File: src/design/tsps_pkg.sv
// shared types and constants for the tcp single port server block
// no dependencies; imported by every module of the block
`timescale 1ns / 1ps

package tsps_pkg;

    localparam logic [15:0] LISTEN_PORT_RST   = 16'd23;
    localparam logic [15:0] REPLY_BUF_RST     = 16'd576;
    localparam logic [15:0] HDR_LEN           = 16'd20;
    localparam logic [15:0] OPT_LEN           = 16'd8;
    localparam logic [15:0] WIN_OVERHEAD      = 16'd28;
    localparam logic [15:0] DATA_OVERHEAD     = 16'd48;

    // flag bit positions in flags_in
    localparam int unsigned F_SYN = 0;
    localparam int unsigned F_ACK = 1;
    localparam int unsigned F_FIN = 2;
    localparam int unsigned F_RST = 3;

    // register index, taken from paddr[2]
    localparam logic REG_LISTEN_PORT = 1'b0;
    localparam logic REG_REPLY_BUF   = 1'b1;

    typedef enum logic [2:0] {
        KIND_NONE   = 3'd0,
        KIND_RST    = 3'd1,
        KIND_SYNACK = 3'd2,
        KIND_FINACK = 3'd3,
        KIND_ACK    = 3'd4,
        KIND_DATA   = 3'd5
    } reply_kind_t;

    typedef enum logic [1:0] {
        ST_LISTEN    = 2'd0,
        ST_CONNECTED = 2'd1,
        ST_CLOSING   = 2'd2
    } conn_state_t;

    // front end classification, independent of connection state
    typedef enum logic [1:0] {
        OP_NONE  = 2'd0,
        OP_RST   = 2'd1,
        OP_CLEAR = 2'd2,
        OP_SEG   = 2'd3
    } front_op_t;

    typedef enum logic [3:0] {
        ACT_NONE,
        ACT_RST,
        ACT_CLEAR,
        ACT_RST_CLEAR,
        ACT_OPEN,
        ACT_SYN_AGAIN,
        ACT_FIN,
        ACT_DATA,
        ACT_APP_CLOSE,
        ACT_LAST_ACK
    } action_t;

    typedef struct packed {
        front_op_t   op;
        logic [3:0]  flags;
        logic [15:0] rport;
        logic [31:0] raddr;
        logic [31:0] ack_in;
        logic [31:0] seq_p1;
        logic [31:0] seq_plen;
        logic [31:0] seq_plen_p1;
        logic        plen_zero;
        logic        app_close;
        logic [15:0] data_n;
        logic [15:0] window;
    } item_t;

endpackage

File: src/design/tsps_front.sv
// front end: classifies one received segment header into a queue item
// depends on tsps_pkg; reads the configuration registers from the top level
`timescale 1ns / 1ps

module tsps_front (
    input  logic               checksum_ok,
    input  logic [15:0]        local_port,
    input  logic [15:0]        remote_port,
    input  logic [31:0]        remote_addr,
    input  logic [31:0]        seq_in,
    input  logic [31:0]        ack_in,
    input  logic [3:0]         flags_in,
    input  logic [15:0]        payload_length,
    input  logic signed [16:0] app_reply_length,
    input  logic [15:0]        listen_port,
    input  logic [15:0]        reply_buffer_size,
    output tsps_pkg::item_t    item
);
    import tsps_pkg::*;

    logic        port_ok;
    logic [15:0] space;
    logic [15:0] app_mag;
    logic [31:0] seq_plen;

    assign port_ok  = (listen_port != 16'd0) && (local_port == listen_port);
    assign space    = (reply_buffer_size >= DATA_OVERHEAD) ?
                      (reply_buffer_size - DATA_OVERHEAD) : 16'd0;
    assign app_mag  = app_reply_length[15:0];
    assign seq_plen = seq_in + {16'd0, payload_length};

    always_comb
    begin
        item.flags       = flags_in;
        item.rport       = remote_port;
        item.raddr       = remote_addr;
        item.ack_in      = ack_in;
        item.seq_p1      = seq_in + 32'd1;
        item.seq_plen    = seq_plen;
        item.seq_plen_p1 = seq_plen + 32'd1;
        item.plen_zero   = (payload_length == 16'd0);
        item.app_close   = app_reply_length[16];
        item.data_n      = (app_mag > space) ? space : app_mag;
        item.window      = (reply_buffer_size >= WIN_OVERHEAD) ?
                           (reply_buffer_size - WIN_OVERHEAD) : 16'd0;
        if (!checksum_ok)
        begin
            item.op = OP_NONE;
        end
        else if (!port_ok)
        begin
            // foreign port: reset unless the segment is itself a reset
            item.op = flags_in[F_RST] ? OP_NONE : OP_RST;
        end
        else if (flags_in[F_RST])
        begin
            item.op = OP_CLEAR;
        end
        else
        begin
            item.op = OP_SEG;
        end
    end

endmodule

File: src/design/tsps_queue.sv
// two-entry queue between the classifying front end and the back end
// depends on tsps_pkg for the item type
`timescale 1ns / 1ps

module tsps_queue (
    input  logic            clk,
    input  logic            rst_n,
    input  logic            push,
    input  tsps_pkg::item_t push_item,
    output logic            full,
    input  logic            pop,
    output logic            head_valid,
    output tsps_pkg::item_t head_item
);
    import tsps_pkg::*;

    item_t      entry_reg [2];
    logic       wr_ptr_reg, wr_ptr_next;
    logic       rd_ptr_reg, rd_ptr_next;
    logic [1:0] count_reg, count_next;

    assign full       = (count_reg == 2'd2);
    assign head_valid = (count_reg != 2'd0);
    assign head_item  = entry_reg[rd_ptr_reg];

    always_comb
    begin
        wr_ptr_next = push ? ~wr_ptr_reg : wr_ptr_reg;
        rd_ptr_next = pop ? ~rd_ptr_reg : rd_ptr_reg;
        count_next  = count_reg;
        if (push && !pop)
        begin
            count_next = count_reg + 2'd1;
        end
        else if (pop && !push)
        begin
            count_next = count_reg - 2'd1;
        end
    end

    always_ff @(posedge clk or negedge rst_n)
    begin
        if (!rst_n)
        begin
            wr_ptr_reg <= 1'b0;
            rd_ptr_reg <= 1'b0;
            count_reg  <= 2'd0;
        end
        else
        begin
            wr_ptr_reg <= wr_ptr_next;
            rd_ptr_reg <= rd_ptr_next;
            count_reg  <= count_next;
        end
    end

    always_ff @(posedge clk)
    begin
        if (push)
        begin
            entry_reg[wr_ptr_reg] <= push_item;
        end
    end

endmodule

File: src/design/tsps_back.sv
// back end: connection state machine and registered reply output
// depends on tsps_pkg; takes items from tsps_queue
`timescale 1ns / 1ps

module tsps_back (
    input  logic            clk,
    input  logic            rst_n,
    input  logic            head_valid,
    input  tsps_pkg::item_t head_item,
    output logic            pop,
    output logic            out_valid,
    input  logic            out_ready,
    output logic [2:0]      reply_kind,
    output logic [31:0]     seq_out,
    output logic [31:0]     ack_out,
    output logic [15:0]     window_out,
    output logic [15:0]     reply_length,
    output logic            with_options,
    output logic [15:0]     data_length
);
    import tsps_pkg::*;

    conn_state_t state_reg, state_next;
    logic [15:0] peer_port_reg, peer_port_next;
    logic [31:0] peer_addr_reg, peer_addr_next;
    logic [31:0] local_seq_reg, local_seq_next;
    logic [31:0] remote_seq_reg, remote_seq_next;
    logic        out_valid_reg, out_valid_next;

    reply_kind_t kind_reg, kind_next;
    logic [31:0] seq_reg, seq_next;
    logic [31:0] ack_reg, ack_next;
    logic [15:0] win_reg, win_next;
    logic [15:0] total_reg, total_next;
    logic        opts_reg, opts_next;
    logic [15:0] dlen_reg, dlen_next;

    action_t     act;
    logic        f_syn, f_ack, f_fin;
    logic        peer_ok;

    assign f_syn   = head_item.flags[F_SYN];
    assign f_ack   = head_item.flags[F_ACK];
    assign f_fin   = head_item.flags[F_FIN];
    assign peer_ok = (head_item.raddr == peer_addr_reg) &&
                     (head_item.rport == peer_port_reg);

    // output register frees up in the same cycle it is taken
    assign pop       = head_valid && (!out_valid_reg || out_ready);
    assign out_valid = out_valid_reg;

    // decision from the queue head and the connection state
    always_comb
    begin
        act = ACT_NONE;
        case (head_item.op)
            OP_NONE:  act = ACT_NONE;
            OP_RST:   act = ACT_RST;
            OP_CLEAR: act = ACT_CLEAR;
            OP_SEG:
            begin
                case (state_reg)
                    ST_LISTEN:
                    begin
                        if (f_ack || f_fin)
                            act = ACT_RST_CLEAR;
                        else if (f_syn)
                            act = ACT_OPEN;
                        else
                            act = ACT_RST_CLEAR;
                    end
                    ST_CONNECTED:
                    begin
                        if (!peer_ok)
                            act = ACT_RST;
                        else if (f_syn)
                            act = f_ack ? ACT_RST_CLEAR : ACT_SYN_AGAIN;
                        else if (f_fin)
                            act = ACT_FIN;
                        else if (f_ack)
                        begin
                            if (head_item.plen_zero)
                                act = ACT_NONE;
                            else if (head_item.app_close)
                                act = ACT_APP_CLOSE;
                            else
                                act = ACT_DATA;
                        end
                        else
                            act = ACT_RST_CLEAR;
                    end
                    ST_CLOSING:
                    begin
                        if (f_ack && !f_fin)
                            act = ACT_NONE;
                        else if (f_fin)
                            act = ACT_LAST_ACK;
                        else
                            act = ACT_RST_CLEAR;
                    end
                    default:
                    begin
                        // unused code acts like closing without the last ack
                        if (f_ack && !f_fin)
                            act = ACT_NONE;
                        else
                            act = ACT_RST_CLEAR;
                    end
                endcase
            end
            default: act = ACT_NONE;
        endcase
    end

    // next state
    always_comb
    begin
        state_next = state_reg;
        if (pop)
        begin
            case (act)
                ACT_OPEN:                               state_next = ST_CONNECTED;
                ACT_FIN, ACT_APP_CLOSE:                 state_next = ST_CLOSING;
                ACT_CLEAR, ACT_RST_CLEAR, ACT_LAST_ACK: state_next = ST_LISTEN;
                default:                                state_next = state_reg;
            endcase
        end
    end

    // connection context and reply fields
    always_comb
    begin
        peer_port_next  = peer_port_reg;
        peer_addr_next  = peer_addr_reg;
        local_seq_next  = local_seq_reg;
        remote_seq_next = remote_seq_reg;
        kind_next       = KIND_NONE;
        seq_next        = 32'd0;
        ack_next        = 32'd0;
        win_next        = 16'd0;
        opts_next       = 1'b0;
        dlen_next       = 16'd0;
        case (act)
            ACT_RST:
            begin
                kind_next = KIND_RST;
                seq_next  = head_item.ack_in;
                ack_next  = head_item.seq_p1;
            end
            ACT_CLEAR:
            begin
                peer_port_next  = 16'd0;
                peer_addr_next  = 32'd0;
                local_seq_next  = 32'd0;
                remote_seq_next = 32'd0;
            end
            ACT_RST_CLEAR:
            begin
                peer_port_next  = 16'd0;
                peer_addr_next  = 32'd0;
                local_seq_next  = 32'd0;
                remote_seq_next = 32'd0;
                kind_next       = KIND_RST;
                seq_next        = head_item.ack_in;
                ack_next        = head_item.seq_p1;
            end
            ACT_OPEN:
            begin
                peer_port_next  = head_item.rport;
                peer_addr_next  = head_item.raddr;
                remote_seq_next = head_item.seq_p1;
                local_seq_next  = local_seq_reg + 32'd1;
                kind_next       = KIND_SYNACK;
                seq_next        = local_seq_reg;
                ack_next        = head_item.seq_p1;
                win_next        = head_item.window;
                opts_next       = 1'b1;
            end
            ACT_SYN_AGAIN:
            begin
                // resend with the initial sequence number
                remote_seq_next = head_item.seq_p1;
                kind_next       = KIND_SYNACK;
                seq_next        = local_seq_reg - 32'd1;
                ack_next        = head_item.seq_p1;
                win_next        = head_item.window;
                opts_next       = 1'b1;
            end
            ACT_FIN:
            begin
                remote_seq_next = head_item.seq_p1;
                kind_next       = KIND_FINACK;
                seq_next        = local_seq_reg;
                ack_next        = head_item.seq_p1;
                win_next        = head_item.window;
                opts_next       = 1'b1;
            end
            ACT_DATA:
            begin
                remote_seq_next = head_item.seq_plen;
                local_seq_next  = local_seq_reg + {16'd0, head_item.data_n};
                kind_next       = KIND_DATA;
                seq_next        = local_seq_reg;
                ack_next        = head_item.seq_plen;
                win_next        = head_item.window;
                dlen_next       = head_item.data_n;
            end
            ACT_APP_CLOSE:
            begin
                remote_seq_next = head_item.seq_plen_p1;
                local_seq_next  = local_seq_reg + 32'd1;
                kind_next       = KIND_FINACK;
                seq_next        = local_seq_reg;
                ack_next        = head_item.seq_plen;
                win_next        = head_item.window;
                opts_next       = 1'b1;
            end
            ACT_LAST_ACK:
            begin
                peer_port_next  = 16'd0;
                peer_addr_next  = 32'd0;
                local_seq_next  = 32'd0;
                remote_seq_next = 32'd0;
                kind_next       = KIND_ACK;
                seq_next        = local_seq_reg;
                ack_next        = remote_seq_reg;
                win_next        = head_item.window;
                opts_next       = 1'b1;
            end
            default:
            begin
                kind_next = KIND_NONE;
            end
        endcase
        // none replies carry all-zero fields, so zero length as well
        if (kind_next == KIND_NONE)
            total_next = 16'd0;
        else
            total_next = HDR_LEN + (opts_next ? OPT_LEN : 16'd0) + dlen_next;
        if (!pop)
        begin
            peer_port_next  = peer_port_reg;
            peer_addr_next  = peer_addr_reg;
            local_seq_next  = local_seq_reg;
            remote_seq_next = remote_seq_reg;
        end
    end

    always_comb
    begin
        if (pop)
            out_valid_next = 1'b1;
        else if (out_ready)
            out_valid_next = 1'b0;
        else
            out_valid_next = out_valid_reg;
    end

    always_ff @(posedge clk or negedge rst_n)
    begin
        if (!rst_n)
        begin
            state_reg      <= ST_LISTEN;
            peer_port_reg  <= 16'd0;
            peer_addr_reg  <= 32'd0;
            local_seq_reg  <= 32'd0;
            remote_seq_reg <= 32'd0;
            out_valid_reg  <= 1'b0;
        end
        else
        begin
            state_reg      <= state_next;
            peer_port_reg  <= peer_port_next;
            peer_addr_reg  <= peer_addr_next;
            local_seq_reg  <= local_seq_next;
            remote_seq_reg <= remote_seq_next;
            out_valid_reg  <= out_valid_next;
        end
    end

    always_ff @(posedge clk)
    begin
        if (pop)
        begin
            kind_reg  <= kind_next;
            seq_reg   <= seq_next;
            ack_reg   <= ack_next;
            win_reg   <= win_next;
            total_reg <= total_next;
            opts_reg  <= opts_next;
            dlen_reg  <= dlen_next;
        end
    end

    assign reply_kind   = kind_reg;
    assign seq_out      = seq_reg;
    assign ack_out      = ack_reg;
    assign window_out   = win_reg;
    assign reply_length = total_reg;
    assign with_options = opts_reg;
    assign data_length  = dlen_reg;

endmodule

File: src/design/tcp_single_port_server_fsm.sv
// top level of the tcp single port server: configuration registers and wiring
// depends on tsps_pkg, tsps_front, tsps_queue and tsps_back
//
// Usage
//   Input channel (in_valid/in_ready) carries one received segment header
//   summary per transfer; output channel (out_valid/out_ready) returns exactly
//   one reply decision per input transfer, in order. reply_kind none means
//   no segment is to be sent; all other fields are then zero.
//   An APB-style port sets listen_port (address 0) and reply_buffer_size
//   (address 4); pready is always high, writes land on the access cycle.
//   A reply passes from the queue entry register to the output register, which
//   takes it and raises out_valid once the output is free.
//   Throughput: one segment per cycle while the receiver keeps taking replies;
//   the back end updates the connection state and sequence numbers per item.
//   A two-entry queue sits between the classifying front end and the back
//   end; when the receiver stalls the output register holds, the queue fills
//   and in_ready drops once two items are waiting.
//   Reset puts the connection in listen with cleared peer and sequence
//   numbers, listen_port to 23 and reply_buffer_size to 576.
`timescale 1ns / 1ps

module tcp_single_port_server_fsm (
    input  logic               clk,
    input  logic               rst_n,
    input  logic               psel,
    input  logic               penable,
    input  logic               pwrite,
    input  logic [2:0]         paddr,
    input  logic [31:0]        pwdata,
    output logic [31:0]        prdata,
    output logic               pready,
    input  logic               in_valid,
    output logic               in_ready,
    input  logic               checksum_ok,
    input  logic [15:0]        local_port,
    input  logic [15:0]        remote_port,
    input  logic [31:0]        remote_addr,
    input  logic [31:0]        seq_in,
    input  logic [31:0]        ack_in,
    input  logic [3:0]         flags_in,
    input  logic [15:0]        payload_length,
    input  logic signed [16:0] app_reply_length,
    output logic               out_valid,
    input  logic               out_ready,
    output logic [2:0]         reply_kind,
    output logic [31:0]        seq_out,
    output logic [31:0]        ack_out,
    output logic [15:0]        window_out,
    output logic [15:0]        reply_length,
    output logic               with_options,
    output logic [15:0]        data_length
);
    import tsps_pkg::*;

    logic [15:0] listen_port_reg, listen_port_next;
    logic [15:0] reply_buf_reg, reply_buf_next;
    logic        cfg_wr;

    item_t       front_item;
    item_t       head_item;
    logic        q_full;
    logic        head_valid;
    logic        pop;
    logic        push;

    assign pready = 1'b1;
    assign cfg_wr = psel && penable && pwrite && pready;

    always_comb
    begin
        listen_port_next = listen_port_reg;
        reply_buf_next   = reply_buf_reg;
        if (cfg_wr)
        begin
            case (paddr[2])
                REG_LISTEN_PORT: listen_port_next = pwdata[15:0];
                REG_REPLY_BUF:   reply_buf_next   = pwdata[15:0];
                default:         listen_port_next = listen_port_reg;
            endcase
        end
    end

    always_comb
    begin
        case (paddr[2])
            REG_LISTEN_PORT: prdata = {16'd0, listen_port_reg};
            REG_REPLY_BUF:   prdata = {16'd0, reply_buf_reg};
            default:         prdata = 32'd0;
        endcase
    end

    always_ff @(posedge clk or negedge rst_n)
    begin
        if (!rst_n)
        begin
            listen_port_reg <= LISTEN_PORT_RST;
            reply_buf_reg   <= REPLY_BUF_RST;
        end
        else
        begin
            listen_port_reg <= listen_port_next;
            reply_buf_reg   <= reply_buf_next;
        end
    end

    assign in_ready = !q_full;
    assign push     = in_valid && in_ready;

    tsps_front u_front (
        .checksum_ok       (checksum_ok),
        .local_port        (local_port),
        .remote_port       (remote_port),
        .remote_addr       (remote_addr),
        .seq_in            (seq_in),
        .ack_in            (ack_in),
        .flags_in          (flags_in),
        .payload_length    (payload_length),
        .app_reply_length  (app_reply_length),
        .listen_port       (listen_port_reg),
        .reply_buffer_size (reply_buf_reg),
        .item              (front_item)
    );

    tsps_queue u_queue (
        .clk        (clk),
        .rst_n      (rst_n),
        .push       (push),
        .push_item  (front_item),
        .full       (q_full),
        .pop        (pop),
        .head_valid (head_valid),
        .head_item  (head_item)
    );

    tsps_back u_back (
        .clk          (clk),
        .rst_n        (rst_n),
        .head_valid   (head_valid),
        .head_item    (head_item),
        .pop          (pop),
        .out_valid    (out_valid),
        .out_ready    (out_ready),
        .reply_kind   (reply_kind),
        .seq_out      (seq_out),
        .ack_out      (ack_out),
        .window_out   (window_out),
        .reply_length (reply_length),
        .with_options (with_options),
        .data_length  (data_length)
    );

endmodule

File: config.mk
export PLATFORM = sky130hd
export DESIGN_NAME = tcp_single_port_server_fsm
export DESIGN_NICKNAME = d
export VERILOG_FILES = /design/src/design/tsps_pkg.sv /design/src/design/tsps_front.sv /design/src/design/tsps_queue.sv /design/src/design/tsps_back.sv /design/src/design/tcp_single_port_server_fsm.sv
export SDC_FILE = /design/constraint.sdc
export NUM_CORES = 1
export LEC_CHECK = 0
export ABC_AREA = 1
export BUFFER_PORTS_ARGS = -buffer_cell sky130_fd_sc_hd__buf_2
export CAP_MARGIN = 20
export CELL_PAD_IN_SITES_DETAIL_PLACEMENT = 2
export CELL_PAD_IN_SITES_GLOBAL_PLACEMENT = 2
export CORE_UTILIZATION = 35
export CTS_CLUSTER_DIAMETER = 40
export DETAILED_ROUTE_END_ITERATION = 8
export PLACE_DENSITY = 0.81
export SYNTH_ARGS = -nofsm -noshare
export SYNTH_HDL_FRONTEND = slang
export SYNTH_HIERARCHICAL = 1
export SYNTH_SLANG_ARGS = --single-unit
File: constraint.sdc
create_clock -name clk -period 11.35 [get_ports clk]
set_clock_uncertainty 0.1 [all_clocks]
set_input_delay 0.5675 -clock clk [delete_from_list [all_inputs] [get_ports clk]]
set_output_delay 0.5675 -clock clk [all_outputs]
set_load 0.02 [all_outputs]
==> results of run 1 <==
==> power by group through the flow <==
stage	clock network [mW]	registers (mW)	logic (mW)
finish	3.56	4.24	4.46
global route	3.72	4.31	4.81
CTS	3.62	4.24	4.46
detailed placement	0	4.26	4.34
global placement	0	4.19	4.12
floorplan	0	4.39	2.84
==> cell type report <==
type,instances,area [um^2]
Clock buffer,126,2820
Sequential cell,697,20200
Clock inverter,74,1060
Antenna cell,7,17.5
Fill cell,11100,61100
Multi-Input combinational cell,2300,14100
Inverter,420,1590
Timing Repair Buffer,432,2700
Tap cell,1391,1740
==> metal layers <==
metal  GRT usage  part of all wire  vias to the layer above
met5           0           0.00027                        -
met1       0.286              0.40                    14600
li1            -                 -                    12900
met3      0.0290             0.041                      224
met2       0.446              0.52                      712
met4      0.0871             0.032                        6
==> placed cells by master (no fill, tap or decap), drive strengths merged, types with 4 or more instances in the layout <==
cell,instances
o211ai,72
nand4,50
bufinv,19
a21oi,69
nand2,847
nor4,18
dfrtp,145
a22oi,4
o31ai,8
ha,57
nand3b,4
clkinvlp,11
edfxtp,546
xor2,82
diode,7
o21ai,102
nor2,285
clkinv,24
nor3,44
inv,440
mux2,243
a31oi,4
or2,8
o221ai,26
nand3,299
buf,346
xnor2,32
dlygate4sd3,86
conb,17
a21o,4
dfstp,6
clkbuf,126
==> final timing paths <==
check | endpoint | slack, ps
worst max-delay path | u_back/local_seq_reg[31] | 2940
worst min-delay path | u_queue/entry_reg[1][141] | 50
worst max register to register | u_back/local_seq_reg[31] | 2940
worst min register to register | u_queue/count_reg[1] | 380
max in group asynchronous | u_back/local_seq_reg[31] | 9480
min in group asynchronous | u_back/peer_port_reg[1] | 350
==> per-stage QoR <==
stage	hold WS (ps)	std cells	worst slack, ps
6_report	51.2	5447	2940
5_1_grt	20.6	5447	2310
4_1_cts	9.15	5438	2890
3_5_place_dp	371	5152	3020
3_3_place_gp	359	5152	3420
2_1_floorplan	172	3631	682
==> repair_timing <==
action / CTS / global route
hold buffers: 86 / 0
gates resized for setup: 0 / 0
hold endpoints to repair: 216 / 0
==> worst max-delay path, delay by kind of cell, from the launching register on <==
kind	cells	cell delay [ps]
adders and majority gates	1	370
DFF	1	920
buffers and inverters	4	1580
AOI/OAI and AO/OA	6	1560
muxes	1	380
xor gates and xnor gates	1	180
and+or+nand+nor	18	2990
==> flow_summary.json, run 1 <==
{
  "ctsRootBufferMaster": "clkbuf_16",
  "grt_max_degree": 90,
  "crit_top_cell": "nand3_1",
  "maxSlewViolCount": 0,
  "tns_ps": 0,
  "hold_path_depth": 1,
  "status": "finished clean",
  "hold_class": "input pin to register",
  "area_growth_pct": 19.0,
  "drt_wl_total_um": 131000,
  "dpl.hpwl_um": 87800,
  "via_per_inst": 5.21,
  "cts_buffers": 105,
  "p_sw_frac": 0.389,
  "cp_slowest_cell": "dfrtp_4",
  "worst_slew_pin_slew_ps": 1170,
  "ant_nets": 0,
  "via_count": 28400,
  "p_seq_frac": 0.346,
  "setup_viol": 0,
  "ff2ff_path_depth": 31,
  "dr.pass1.iters": 5,
  "hold_start": "ack_in[11]",
  "wire_per_inst_um": 24.1,
  "startpoint": "u_queue/rd_ptr_reg",
  "core-area_um2": 105000,
  "num_io_pins": 359,
  "grt_pass1_wl_um": 197000,
  "die_h_um": 328,
  "cts_sinks": 697,
  "htreeDepth": 3,
  "die_x_um": 328,
  "total_power_mw": 12.3,
  "slowest_delay_ps": 920,
  "port_buffers": 323,
  "slew_headroom": 0.221,
  "ir_drop_mv": 0.202,
  "initial_core_util": 0.353,
  "p_int_mw": 7.49,
  "finalCritPeriodShare": 0.741,
  "setup.worst_path.start_class": "register",
  "final_area_um2": 44200,
  "grt_pass1_vias": 32100,
  "gp_congestion": 0.863,
  "p_leak_nw": 19.0,
  "fin_crit_ps": 8410,
  "finalHoldViolations": 0,
  "p_sw_mw": 4.77,
  "clk_latency_ps": 690,
  "largest_reg_flops": 430,
  "clock_path_buffers": 3,
  "cp_data_arrival_time_ps": 8800,
  "drive_gt1_frac": 0.224,
  "grt_usage": 0.242,
  "post_cts_buffers": 0,
  "row_count": 119,
  "cts_tree": "yes",
  "reg2reg_from": "u_queue/rd_ptr_reg",
  "clk_pin_slew_ps": 50,
  "antenna_found_initial": 20,
  "yosysWarningCount": 6,
  "postPlaceCellArea_um2": 39400,
  "pwr-share-clk": 0.291,
  "critPathKind": "register to register",
  "synthCells": 3616,
  "drt-initial-drc-count": 1527,
  "drv_cap": 0,
  "dieArea_um2": 107000,
  "mappedNetlistArea_um2": 37200,
  "fin_util": 0.420,
  "combPwrFrac": 0.364,
  "fmax_mhz": 119,
  "grt_setup_unrepaired": "false",
  "syn_area_per_cell_um2": 10.3,
  "grt.overflow.total": 0,
  "critPathCaptureType": "register",
  "critical_path.max_fanout": 86,
  "p_per_area_nw_per_um2": 277,
  "fin_nets": 4224,
  "post-route-drc-count": 0,
  "crit_required_ps": 11740
}
Power figures use the tool's default switching activity.
==> inputs of run 2 (changes only) <==
- clock period: 11.35 -> 7.23 ns (I/O delays scaled with it)
==> run 2 against run 1 <==
  * Non-clock buffer count is 50 higher
  * Via count is 0.64% higher
  * Maximum frequency is 30% higher
  * Worst setup slack worse by 2200 ps
  * Flip-flop and latch count stayed put
  * Register-to-register slack worse by 2200 ps
  * Combinational power is 59% higher
  * Global-route usage is 0.43 points higher
  * Utilization is 0.49 points higher
  * Design area is 1.2% higher
  * Critical endpoint unchanged
==> flow_summary.json, run 2 (same netlist as run 1, synthesis figures left out) <==
{
  "fin_crit_ps": 6440,
  "ir_drop_mv": 0.351,
  "clock_path_buffers": 3,
  "drt_wl_total_um": 133000,
  "reg2reg_from": "u_queue/rd_ptr_reg",
  "largest_reg_flops": 430,
  "clk_pin_slew_ps": 60,
  "mostFrequentLayoutCells": "803 x nand2_1, 546 x edfxtp_1, 405 x inv_1, 322 x buf_2, 288 x nand3_1",
  "final_area_um2": 44700,
  "placedCellCount": 5157,
  "setup.worst_path.start_class": "register",
  "critPathCaptureType": "register",
  "clk_latency_ps": 700,
  "post-route-drc-count": 0,
  "via_count": 28600,
  "ctsRootBufferMaster": "clkbuf_16",
  "num_io_pins": 359,
  "antenna_found_initial": 9,
  "slew_headroom": 0.295,
  "grt_pass1_wl_um": 200000,
  "htreeDepth": 3,
  "grt_pass1_vias": 32400,
  "die_h_um": 328,
  "post_cts_buffers": 0,
  "crit_family": "simple AND/OR/NAND/NOR gates",
  "fin_ws_ps": 785,
  "cp_slowest_cell": "dfrtp_4",
  "grt_max_degree": 121,
  "cts_buffers": 113,
  "status": "finished clean",
  "ant_nets": 0,
  "p_leak_nw": 19.3,
  "final_common_cell": "nand2_1",
  "startpoint": "u_queue/rd_ptr_reg",
  "grt_setup_unrepaired": "false",
  "cp-endpoint": "u_back/local_seq_reg[31]",
  "hold_class": "input pin to register",
  "core-area_um2": 105000,
  "reg2reg_to": "u_back/local_seq_reg[31]",
  "setup_viol": 0,
  "critical_path.max_fanout": 31,
  "crit_required_ps": 7640,
  "cts_tree": "yes",
  "whs_ps": 11.6,
  "fin_util": 0.425,
  "fmax_mhz": 155,
  "fin_cells": 5513,
  "finalHoldViolations": 0,
  "gp_congestion": 0.850,
  "dpl.hpwl_um": 88100,
  "p_per_area_nw_per_um2": 432,
  "wire_per_inst_um": 24.2,
  "via_per_inst": 5.18,
  "drt-initial-drc-count": 1602,
  "rrSetupSlack_ps": 790,
  "cp_data_arrival_time_ps": 6860,
  "area_growth_pct": 20.4,
  "critPathKind": "register to register",
  "row_count": 119,
  "dr.pass1.iters": 5,
  "postPlaceCellArea_um2": 39500,
  "cts_sinks": 697,
  "drive_gt1_frac": 0.221,
  "grt_usage": 0.246,
  "tns_ps": 0,
  "initial_core_util": 0.353,
  "fin_nets": 4282,
  "die_x_um": 328,
  "finalCritPeriodShare": 0.891,
  "ff2ff_path_depth": 31,
  "port_buffers": 323,
  "dieArea_um2": 107000,
  "crit_top_cell": "nand2_1",
  "worst_slew_pin_slew_ps": 1060,
  "slowest_delay_ps": 760,
  "dp_slack_ps": 886,
  "grt.overflow.total": 0,
  "crit_buf_inv": 3,
  "total_power_mw": 19.3,
  "maxSlewViolCount": 0,
  "crit_cells": 31,
  "drv_cap": 0
}
==> run 2: changes by cell type in the layout (fill, tap and decap cells not counted), sizes merged <==
| cell | before | now |
|---|---|---|
| bufinv | 19 | 12 |
| clkinv | 24 | 41 |
| inv | 440 | 439 |
| clkinvlp | 11 | 12 |
| dlygate4sd3 | 86 | 132 |
| clkbuf | 126 | 132 |
| diode | 7 | 8 |
| buf | 346 | 349 |
==> run 2: worst min-delay path by stage <==
stage               slack (ps)                   endpoint  cells after the start                  from
finish                      10   u_queue/entry_reg[1][28]                      3  app_reply_length[12]
floorplan                  -30        listen_port_reg[10]                      0                 rst_n
detailed placement         260   u_back/peer_addr_reg[28]                      1                 rst_n
CTS                          2  u_queue/entry_reg[0][103]                      2             seq_in[5]
global route                30   u_queue/entry_reg[1][28]                      3  app_reply_length[12]
global placement           260   u_back/peer_addr_reg[28]                      1                 rst_n
==> run 2: layout make-up <==
type | count | area [um^2]
Multi-Input combinational cell | 2300 | 14100
Sequential cell | 697 | 20200
Inverter | 420 | 1590
Antenna cell | 8 | 20.0
Tap cell | 1391 | 1740
Clock inverter | 84 | 911
Fill cell | 11000 | 60600
Clock buffer | 131 | 2960
Timing Repair Buffer | 482 | 3230
==> run 2: where the power goes <==
group / internal, mW / switching (mW) / total (mW)
sequential: 5.90 / 0.779 / 6.67
clock: 3.40 / 2.14 / 5.54
combinational: 2.41 / 4.70 / 7.10
total: 11.7 / 7.61 / 19.3
==> run 2: timing repair <==
item	4_1_cts	5_1_grt
resized for setup	0	0
hold buffers	132	0
hold endpoints to repair	300	0
endpoints found under the setup margin	0	0
==> run 2: worst register-to-register path: cells and delay by family (launching register included) <==
| kind | cells | cell delay, ps |
|---|---|---|
| fa+ha+maj | 1 | 370 |
| buf+inv | 3 | 840 |
| xor+xnor | 1 | 230 |
| mux | 1 | 390 |
| flops | 1 | 760 |
| compound gates | 6 | 1150 |
| simple gates | 19 | 2420 |
==> run 2: per-layer routing <==
metal	track usage	wire length [um]
met1	0.292	54600
met3	0.0262	4290
met2	0.455	70400
met4	0.0893	4210
met5	0	0
==> inputs of run 3 (changes only) <==
- CAP_MARGIN: 20 -> 40
- REMOVE_ABC_BUFFERS: default -> 1
==> run 3 against run 2 <==
  * First-iteration DRC count increased by 15%
  * Worst setup slack worse by 210 ps
  * Wire length is 5.0% higher
  * Clock-buffer cell count grew 2
  * Critical endpoint unchanged
==> flow_summary.json, run 3 (same netlist as run 1, synthesis figures left out) <==
{
  "fmax_mhz": 150,
  "clock_path_buffers": 3,
  "cts_buffers": 120,
  "p_leak_nw": 19.5,
  "maxSlewViolCount": 0,
  "clk_latency_ps": 740,
  "grt.overflow.total": 0,
  "slowest_delay_ps": 720,
  "final_area_um2": 45200,
  "multiInputGateArea_um2": 14100,
  "fill_cells": 10900,
  "critical_path.max_fanout": 22,
  "finalCritPeriodShare": 0.920,
  "ctsRootBufferMaster": "clkbuf_16",
  "num_io_pins": 359,
  "dieArea_um2": 107000,
  "grt_pass1_vias": 33000,
  "critPathKind": "register to register",
  "wire_per_inst_um": 25.3,
  "clk_pin_slew_ps": 60,
  "cp_data_arrival_time_ps": 7120,
  "hold_start": "seq_in[13]",
  "post-route-drc-count": 0,
  "htreeDepth": 3,
  "port_buffers": 323,
  "die_h_um": 328,
  "seqCellArea_um2": 20200,
  "ant_nets": 0,
  "largest_reg_flops": 430,
  "cts_resized": 0,
  "grt_pass1_wl_um": 209000,
  "hold_class": "input pin to register",
  "hold_path_depth": 2,
  "drv_cap": 0,
  "min_to": "u_queue/entry_reg[0][111]",
  "area_growth_pct": 21.6,
  "fin_crit_ps": 6650,
  "dr.pass1.iters": 5,
  "die_x_um": 328,
  "critPathCaptureType": "register",
  "slew_headroom": 0.285,
  "final_common_cell": "nand2_1",
  "cts_tree": "yes",
  "mostFrequentLayoutCells": "803 x nand2_1, 546 x edfxtp_1, 405 x inv_1, 322 x buf_2, 288 x nand3_1",
  "core-area_um2": 105000,
  "post_cts_buffers": 0,
  "whs_ps": 48.4,
  "grt_setup_unrepaired": "false",
  "crit_required_ps": 7700,
  "setup_viol": 0,
  "drt-initial-drc-count": 1850,
  "dpl.hpwl_um": 87700,
  "via_count": 29300,
  "via_per_inst": 5.29,
  "drive_gt1_frac": 0.230,
  "status": "finished clean",
  "worst_slew_pin_slew_ps": 1070,
  "antenna_found_initial": 13,
  "drt_wl_total_um": 140000,
  "finalHoldViolations": 0,
  "reg2reg_from": "u_queue/rd_ptr_reg",
  "reg2reg_to": "u_back/local_seq_reg[31]",
  "gp_congestion": 0.855,
  "rrSetupSlack_ps": 580,
  "grt_usage": 0.258,
  "cp_slowest_cell": "dfrtp_4",
  "ff2ff_path_depth": 31,
  "grt_max_degree": 145,
  "setup.worst_path.start_class": "register",
  "fin_nets": 4299,
  "postPlaceCellArea_um2": 39600,
  "total_power_mw": 19.9,
  "ir_drop_mv": 0.276,
  "initial_core_util": 0.353,
  "p_per_area_nw_per_um2": 441,
  "row_count": 119,
  "cts_sinks": 697,
  "crit_top_cell": "nand2_1",
  "hold_buffers": 133
}
==> run 3: worst max path at each step <==
stage | startpoint | end | slack [ps] | depth (start not counted)
4_1_cts | u_queue/rd_ptr_reg | u_back/local_seq_reg[31] | 650 | 31
6_report | u_queue/rd_ptr_reg | u_back/local_seq_reg[31] | 580 | 31
5_1_grt | u_queue/rd_ptr_reg | u_back/local_seq_reg[31] | 80 | 33
2_1_floorplan | u_queue/rd_ptr_reg | u_back/peer_addr_reg[0] | -6140 | 18
3_5_place_dp | u_queue/rd_ptr_reg | u_back/local_seq_reg[31] | 880 | 31
3_3_place_gp | u_queue/rd_ptr_reg | u_back/local_seq_reg[31] | 1230 | 33
==> run 3: per-stage QoR <==
step | cells | setup TNS [ps] | utilization | worst slack [ps]
after floorplan | 3417 | -1656550 | - | -6140
after global placement | 5163 | 0 | 0.375 | 1230
after detailed placement | 5166 | 0 | 0.376 | 880
after CTS | 5529 | 0 | 0.429 | 653
after global routing | 5532 | 0 | 0.429 | 84.3
final | 5537 | 0 | 0.429 | 577
==> run 3: report_power, final <==
part	internal (mW)	total [mW]	switching, mW
clock network	3.64	6.00	2.36
logic	2.45	7.27	4.82
registers	5.89	6.67	0.779
==> run 3: critical path: cells and delay by family, from the launching register on <==
kind,cells,cell delay [ps]
buf+inv,3,820
mux,1,340
flops,1,720
simple gates,19,2560
xor+xnor,1,300
fa+ha+maj,1,370
compound gates,6,1240
==> run 3: layer usage <==
metal | wire, um | vias up | global-route usage
met3 | 5810 | 268 | 0.0357
li1 | - | 13000 | -
met5 | 51 | - | 0
met2 | 73600 | 844 | 0.477
met4 | 4580 | 8 | 0.0912
met1 | 56000 | 15100 | 0.301
==> run 3: final cells by class <==
| class | instances | share of cell area |
|---|---|---|
| flip-flops and latches | 697 | 0.447 |
| multi-input cells | 2300 | 0.312 |
| repair buffers | 492 | 0.0736 |
| clock buffers | 133 | 0.0696 |
| well taps | 1391 | 0.0385 |
| inverters | 420 | 0.0352 |
| clock inverters | 97 | 0.0242 |
| diodes | 7 | 0.000388 |
